`config.mk`:
```
export PLATFORM = sky130hd
export DESIGN_NAME = icerc_datapath
export DESIGN_NICKNAME = d
export VERILOG_FILES = /design/src/rtl/core/icerc_pkg.sv /design/src/rtl/core/icerc_datapath.sv
export SDC_FILE = /design/constraint.sdc
export NUM_CORES = 2
export LEC_CHECK = 0
export ABC_AREA = 1
export BUFFER_PORTS_ARGS = -buffer_cell sky130_fd_sc_hd__buf_4
export CAP_MARGIN = 30
export CORE_UTILIZATION = 33
export CTS_CLUSTER_SIZE = 30
export DETAILED_ROUTE_END_ITERATION = 7
export GPL_TIMING_DRIVEN = 0
export PLACE_DENSITY = 0.47
export REMOVE_ABC_BUFFERS = 1
export SETUP_SLACK_MARGIN = 0.3
export SYNTH_ARGS = -nofsm -noshare
export SYNTH_HDL_FRONTEND = slang
export SYNTH_SLANG_ARGS = --single-unit
```
`constraint.sdc`:
```
create_clock -name clk -period 10.8 [get_ports clk]
set_clock_uncertainty 0.2 [all_clocks]
set_input_delay 0 -clock clk [delete_from_list [all_inputs] [get_ports clk]]
set_output_delay 0 -clock clk [all_outputs]
set_load 0.01 [all_outputs]
```
`src/rtl/core/icerc_pkg.sv`:
```
// ----------------------------------------------------------------------------
// ICMP echo reply checker package
// Constants, status codes and the controller/datapath command types.
// ----------------------------------------------------------------------------
package icerc_pkg;

  localparam int MAX_PACKET_BYTES = 1024;
  // A word index below these limits still has its low or high byte inside the packet.
  localparam int LO_LIMIT = (MAX_PACKET_BYTES + 1) / 2;
  localparam int HI_LIMIT = MAX_PACKET_BYTES / 2;

  localparam logic [2:0] STATUS_OK        = 3'd0;
  localparam logic [2:0] STATUS_SHORT     = 3'd1;
  localparam logic [2:0] STATUS_NOT_REPLY = 3'd2;
  localparam logic [2:0] STATUS_ID        = 3'd3;
  localparam logic [2:0] STATUS_DUP       = 3'd4;
  localparam logic [2:0] STATUS_BAD_SUM   = 3'd5;

  localparam logic [1:0] REG_OWN_ID      = 2'd0;
  localparam logic [1:0] REG_ID_CHECK_ON = 2'd1;

  localparam logic [15:0] IDX_TYPE     = 16'd0;
  localparam logic [15:0] IDX_IDENT    = 16'd2;
  localparam logic [15:0] IDX_SEQ      = 16'd3;
  localparam logic [15:0] IDX_SEC_LO   = 16'd4;
  localparam logic [15:0] IDX_SEC_HI   = 16'd5;
  localparam logic [15:0] IDX_USEC_LO  = 16'd8;
  localparam logic [15:0] IDX_USEC_HI  = 16'd9;

  localparam logic [31:0]        MIN_RESET_US = 32'd10000000;
  localparam logic signed [20:0] USEC_PER_SEC = 21'sd1000000;
  localparam logic [15:0]        SUM_GOOD     = 16'hffff;

  typedef struct packed {
    logic accept;    // a packet word is taken this cycle
    logic verdict;   // evaluate the checks on the captured packet
    logic mul;       // form the scaled seconds difference
    logic clamp;     // form and clamp the round trip
    logic square;    // square the round trip
    logic update;    // fold the round trip into the statistics
    logic load_out;  // move the result into the output register
  } cmd_t;

  typedef struct packed {
    logic ok;        // the verdict being evaluated is a good reply
  } stat_t;

endpackage

```
`src/rtl/core/icerc_datapath.sv`:
```
// ----------------------------------------------------------------------------
// ICMP echo reply checker datapath
// Checksum fold, field capture, verdict, round-trip math and statistics.
// ----------------------------------------------------------------------------
module icerc_datapath (
  input  logic             clk,
  input  logic             rst,
  input  logic             cfg_wr_en,
  input  logic [1:0]       cfg_wr_index,
  input  logic [15:0]      cfg_wr_data,
  input  logic [15:0]      word,
  input  logic             last,
  input  logic             odd_byte,
  input  logic [31:0]      recv_sec,
  input  logic [19:0]      recv_usec,
  input  icerc_pkg::cmd_t  cmd,
  output icerc_pkg::stat_t stat,
  output logic [2:0]       status,
  output logic [15:0]      sequence_res,
  output logic [31:0]      rtt_us,
  output logic [31:0]      min_rtt_us,
  output logic [31:0]      max_rtt_us,
  output logic [47:0]      rtt_sum_us,
  output logic [63:0]      rtt_square_sum,
  output logic [31:0]      good_count
);

  logic [15:0] own_id;
  logic        id_check_on;

  logic [15:0] word_index;
  logic [15:0] sum_acc;
  logic [7:0]  cap_type;
  logic [15:0] cap_ident;
  logic [15:0] cap_seq;
  logic [31:0] send_seconds;
  logic [31:0] send_micros;
  logic        seq_seen;
  logic [15:0] newest_seq;
  logic        short_q;
  logic        sum_ok_q;
  logic [31:0] rsec_q;
  logic [19:0] rusec_q;
  logic [2:0]  status_q;

  logic signed [52:0] prod_q;
  logic signed [32:0] du_q;
  logic [31:0]        rtt_q;
  logic [63:0]        sq_q;

  logic [31:0] min_store;
  logic [31:0] max_store;
  logic [47:0] sum_store;
  logic [63:0] square_store;
  logic [31:0] count_store;

  logic        odd_eff;
  logic [15:0] w;
  logic [16:0] s_raw;
  logic [15:0] sum_next;
  logic        short_next;
  logic [2:0]  status_v;
  logic signed [32:0] ds;
  logic signed [52:0] prod_next;
  logic signed [32:0] du_next;
  logic signed [53:0] d_full;
  logic [31:0] rtt_next;
  logic [48:0] sum_add;
  logic [64:0] sq_add;

  // Byte presence: the high byte of an odd final word and bytes past the cap read as zero.
  assign odd_eff = last && odd_byte;
  always_comb begin
    w = '0;
    if ({1'b0, word_index} < 17'(icerc_pkg::LO_LIMIT)) w[7:0] = word[7:0];
    if (({1'b0, word_index} < 17'(icerc_pkg::HI_LIMIT)) && !odd_eff) w[15:8] = word[15:8];
  end

  // One's-complement add with end-around carry.
  assign s_raw    = {1'b0, sum_acc} + {1'b0, w};
  assign sum_next = s_raw[15:0] + {15'b0, s_raw[16]};

  // Fewer than eight bytes: index below three, or index three with only its low byte.
  assign short_next = (word_index < 16'd3) || ((word_index == 16'd3) && odd_eff);

  always_comb begin
    if (short_q) begin
      status_v = icerc_pkg::STATUS_SHORT;
    end else if (cap_type != 8'd0) begin
      status_v = icerc_pkg::STATUS_NOT_REPLY;
    end else if (id_check_on && (cap_ident != own_id)) begin
      status_v = icerc_pkg::STATUS_ID;
    end else if (seq_seen && (cap_seq <= newest_seq)) begin
      status_v = icerc_pkg::STATUS_DUP;
    end else if (sum_ok_q) begin
      status_v = icerc_pkg::STATUS_OK;
    end else begin
      status_v = icerc_pkg::STATUS_BAD_SUM;
    end
  end
  assign stat.ok = (status_v == icerc_pkg::STATUS_OK);

  // Round trip = (rsec - ssec) * 1e6 + (rusec - susec), exact and signed.
  assign ds        = $signed({1'b0, rsec_q}) - $signed({1'b0, send_seconds});
  assign prod_next = 53'(ds) * 53'(icerc_pkg::USEC_PER_SEC);
  assign du_next   = $signed({13'b0, rusec_q}) - $signed({1'b0, send_micros});
  assign d_full    = 54'(prod_q) + 54'(du_q);

  always_comb begin
    if (d_full[53]) begin
      rtt_next = '0;
    end else if (d_full[52:32] != '0) begin
      rtt_next = '1;
    end else begin
      rtt_next = d_full[31:0];
    end
  end

  assign sum_add = {1'b0, sum_store} + {17'b0, rtt_q};
  assign sq_add  = {1'b0, square_store} + {1'b0, sq_q};

  always_ff @(posedge clk) begin
    if (rst) begin
      own_id       <= '0;
      id_check_on  <= 1'b0;
      word_index   <= '0;
      sum_acc      <= '0;
      cap_type     <= '0;
      cap_ident    <= '0;
      cap_seq      <= '0;
      send_seconds <= '0;
      send_micros  <= '0;
      seq_seen     <= 1'b0;
      newest_seq   <= '0;
      min_store    <= icerc_pkg::MIN_RESET_US;
      max_store    <= '0;
      sum_store    <= '0;
      square_store <= '0;
      count_store  <= '0;
    end else begin
      if (cfg_wr_en) begin
        case (cfg_wr_index)
          icerc_pkg::REG_OWN_ID:      own_id <= cfg_wr_data;
          icerc_pkg::REG_ID_CHECK_ON: id_check_on <= cfg_wr_data[0];
          default: ;
        endcase
      end

      if (cmd.accept) begin
        if (word_index == icerc_pkg::IDX_TYPE) begin
          cap_ident    <= '0;
          cap_seq      <= '0;
          send_seconds <= '0;
          send_micros  <= '0;
        end
        case (word_index)
          icerc_pkg::IDX_TYPE:    cap_type <= w[7:0];
          icerc_pkg::IDX_IDENT:   cap_ident <= w;
          icerc_pkg::IDX_SEQ:     cap_seq <= w;
          icerc_pkg::IDX_SEC_LO:  send_seconds[15:0] <= w;
          icerc_pkg::IDX_SEC_HI:  send_seconds[31:16] <= w;
          icerc_pkg::IDX_USEC_LO: send_micros[15:0] <= w;
          icerc_pkg::IDX_USEC_HI: send_micros[31:16] <= w;
          default: ;
        endcase
        if (last) begin
          word_index <= '0;
          sum_acc    <= '0;
        end else begin
          sum_acc <= sum_next;
          if (word_index != 16'hffff) word_index <= word_index + 16'd1;
        end
      end

      if (cmd.verdict) begin
        if ((status_v == icerc_pkg::STATUS_OK) || (status_v == icerc_pkg::STATUS_BAD_SUM)) begin
          newest_seq <= cap_seq;
          seq_seen   <= 1'b1;
        end
      end

      if (cmd.update) begin
        if (rtt_q < min_store) min_store <= rtt_q;
        if (rtt_q > max_store) max_store <= rtt_q;
        sum_store    <= sum_add[48] ? '1 : sum_add[47:0];
        square_store <= sq_add[64] ? '1 : sq_add[63:0];
        if (count_store != '1) count_store <= count_store + 32'd1;
      end
    end
  end

  // Payload and pipeline registers, no reset needed.
  always_ff @(posedge clk) begin
    if (cmd.accept && last) begin
      short_q  <= short_next;
      sum_ok_q <= (sum_next == icerc_pkg::SUM_GOOD);
      rsec_q   <= recv_sec;
      rusec_q  <= recv_usec;
    end
    if (cmd.verdict) begin
      status_q <= status_v;
      rtt_q    <= '0;
    end
    if (cmd.mul) begin
      prod_q <= prod_next;
      du_q   <= du_next;
    end
    if (cmd.clamp) rtt_q <= rtt_next;
    if (cmd.square) sq_q <= {32'b0, rtt_q} * {32'b0, rtt_q};
    if (cmd.load_out) begin
      status         <= status_q;
      sequence_res   <= cap_seq;
      rtt_us         <= rtt_q;
      min_rtt_us     <= (count_store == '0) ? '0 : min_store;
      max_rtt_us     <= max_store;
      rtt_sum_us     <= sum_store;
      rtt_square_sum <= square_store;
      good_count     <= count_store;
    end
  end

endmodule

```
==> impl_metrics.tcl <==
set metrics [dict create \
    drc 0 \
    die_area_sq_um 262300 \
    setup_viol 0 \
    cts_buffers 105 \
    yosysTopAreaCellShare_pct 22.40 \
    drv_cap 0 \
    timing.final.crit_share_pct 82.64 \
    syn_area_per_cell_sq_um 8.293 \
    htreeDepth 3 \
    synthMuxAreaShare_pct 0 \
    insertion_delay_ns 0.76 \
    drt_iter0_drc 3618 \
    hpwl_mm 221.8 \
    design.final.nets 12760 \
    critPathMaxStageDelay_ns 1.04 \
    grtUsageTotal_pct 20.46 \
    synthSimpleGateAreaFrac_pct 16.96 \
    cts_root_buf "clkbuf_16" \
    path_common_cell "inv_1" \
    dr.pass1.iters 8 \
    wl_per_cell_um 18.57 \
    fp-row-count 186 \
    fmax_mhz 112.0 \
    initial_core_util_pct 33.31 \
    fp.dieW_um 512.2 \
    tns_ns 0 \
    hp-start "cmd[6]" \
    finish.utilization_pct 38.93 \
    yosysWarningCount 0 \
    dp_slack_ns 1.839 \
    multi_input_area_sq_um 53720 \
    synth_adder_area_share_pct 33.62 \
    ys_seq_area_share_pct 25.98 \
    io_pins 358 \
    clock_sinks 869 \
    grt_start_max_net_pins 114 \
    reg2regPathDepth 30 \
    core_sq_um 257900 \
    cp_max_fo 16 \
    status "finished, final reports clean" \
    antenna_found_initial 16 \
    synth_commonest_cells "2342 x inv_1, 2056 x nand2_1, 961 x fa_1" \
    grt_pass1_vias 72280 \
    whs_path_depth 5 \
    finalMaxSlewViolations 0 \
    synth.area.top_cells "fa_1 22%, edfxtp_1 17%, ha_1 11%, inv_1 10%, nand2_1 9.0%" \
    grt_pass1_wl_mm 415.7 \
    async_flop_share_pct 0 \
    drt_wl_total_mm 267.7 \
    synth_top_family_by_area "adder cells" \
    start_kind "flop" \
    synth_xor_area_share_pct 3.450 \
    hold_end "cap_ident[13]$_SDFFE_PP0P_" \
    drive_gt1_share_pct 7.464 \
    syn_area_sq_um 85890 \
    yosysMostFrequentCell "inv_1" \
    cts_tree "built" \
    portBuffers 357 \
    cp.required_ns 11.08 \
    viasPerCell 4.723 \
    hp-class "in -> reg" \
    vias 68080 \
    fillers 26350 \
    clockBufferDepth 3 \
    synth_compound_area_share_pct 8.463 \
    rsz0062_at_grt "no" \
    gr-total-overflow 0 \
    critPathArrivalTime_ns 9.21 \
    slowest_stage "edfxtp_1" \
    timing.final.crit_period_ns 8.925 \
    critPathCaptureType "flop" \
    fin_ws_ns 1.875 \
    seqCellArea_sq_um 22310 \
    synth-main-ff-cell "edfxtp_1" \
    synth-edff-count 491 \
    path_clk_slew_ns 0.06 \
    areaGrowthSynthToFinish_pct 16.87 \
    r2r-start "rtt_q[10]$_SDFFCE_PP0P_" \
    cts_resized 0 \
    tightest_slew_ns 1.051 \
    hold_violations 0 \
    crit_type "reg -> reg" \
    ys_types 75 \
    synth_area_leader_cell "fa_1" \
    cp_top_family "adder cells" \
    ff2ff_setup_slack_ns 1.88 \
    ys_ff_latch 869 \
    ant_nets 0 \
    cp_num_buf_inv 11 \
    worstReg2RegEnd "sq_q[59]$_DFFE_PP_" \
    synth_cells 10360 \
    die_y_um 512.2 \
    gp_congestion 0.9308 \
    maxSlewHeadroom_pct 29.41 \
]
==> cell families after synthesis <==
kind of cell    count (synthesis)
buf+inv                      2598
xor+xnor                      334
other cells                     1
compound gates               1304
simple gates                 3520
flops                         869
fa+ha+maj                    1731
==> sequential cells by signal, summed over array words and instances (netlist names), 33 cells and up <==
name	count
sum_store	48
du_q	33
sq_q	63
square_store	64
prod_q	47
rtt_sum_us	48
rtt_square_sum	64
==> per-layer routing <==
layer,wire [um],global-route usage [%],share of wire [%],up-vias
li1,-,-,-,33420
met1,118400,25.87,44,33000
met2,129500,36.04,48,1302
met3,9915,2.131,3.7,341
met4,9824,7.151,3.7,10
met5,71,0,0.027,-
==> through the flow <==
| step | std cells | cell area [sq um] | hold slack, ns |
|---|---|---|---|
| finish | 14410 | 100400 | 0.1005 |
| global route | 14410 | 100400 | 0.05378 |
| CTS | 14410 | 100300 | 0.01112 |
| detailed placement | 13980 | 94360 | -0.02056 |
| global placement | 13870 | 91770 | -0.02206 |
| floorplan | 10120 | 84860 | -0.1309 |
==> worst max-delay path by stage <==
| stage | from | end | slack [ns] | depth (start not counted) |
|---|---|---|---|---|
| 6_report | rtt_q[10]$_SDFFCE_PP0P_ | sq_q[59]$_DFFE_PP_ | 1.88 | 30 |
| 3_5_place_dp | rtt_q[10]$_SDFFCE_PP0P_ | sq_q[59]$_DFFE_PP_ | 1.84 | 30 |
| 5_1_grt | rtt_q[10]$_SDFFCE_PP0P_ | sq_q[59]$_DFFE_PP_ | 1.41 | 30 |
| 3_3_place_gp | rtt_q[19]$_SDFFCE_PP0P_ | min_store[7]$_SDFFE_PP1P_ | -1.42 | 8 |
| 2_1_floorplan | rtt_q[14]$_SDFFCE_PP0P_ | sq_q[59]$_DFFE_PP_ | 3.26 | 27 |
| 4_1_cts | rtt_q[10]$_SDFFCE_PP0P_ | sq_q[59]$_DFFE_PP_ | 1.81 | 30 |
==> area by class of cell <==
class,instances,share of cell area (%)
diodes,4,0.009972
clock buffers,128,2.775
clock inverters,71,0.9012
inverters,2364,8.848
multi-input cells,6891,53.52
flip-flops and latches,869,22.23
well taps,3384,4.218
repair buffers,703,7.504
==> tightest hold or removal path: stages <==
cell and delay [ns]:
dlygate4sd3_1 0.56, buf_4 0.16, o21ai_1 0.14, nand2_1 0.09
a21oi_1 0.05
==> placed cells by master (no fill, tap or decap), drive strengths merged, types with 4 or more instances in the layout <==
| master | synthesis | routed |
|---|---|---|
| a21oi | 684 | 684 |
| o21a | 31 | 31 |
| buf | 54 | 474 |
| nand2 | 2079 | 2079 |
| fa | 961 | 961 |
| diode | 0 | 4 |
| or2 | 15 | 15 |
| inv | 2362 | 2372 |
| a31oi | 64 | 64 |
| a221oi | 5 | 5 |
| nor2 | 866 | 866 |
| clkinvlp | 0 | 4 |
| nand3 | 304 | 304 |
| bufinv | 0 | 15 |
| a211oi | 9 | 9 |
| dlygate4sd3 | 0 | 228 |
| dfxtp | 378 | 378 |
| o21ai | 374 | 374 |
| o2111ai | 4 | 4 |
| ha | 770 | 770 |
| o21bai | 43 | 43 |
| nand3b | 14 | 14 |
| nor4 | 43 | 43 |
| a21boi | 15 | 15 |
| xor2 | 209 | 209 |
| nor3 | 97 | 97 |
| a21o | 43 | 43 |
| clkinv | 2 | 44 |
| and3 | 5 | 5 |
| and2 | 6 | 6 |
| o221ai | 5 | 5 |
| o211ai | 16 | 16 |
| nand4 | 81 | 81 |
| clkbuf | 180 | 129 |
| nor3b | 7 | 7 |
| xnor2 | 125 | 125 |
| edfxtp | 491 | 491 |
==> timing repair <==
item                                   in CTS  in global routing
hold buffers                              227                  1
endpoints found under the hold margin     781                  3
setup buffers                               0                  0
Power is left out: the tool's default activity adds up to more than one toggle a clock period on the data nets, which glitch-free logic cannot reach.
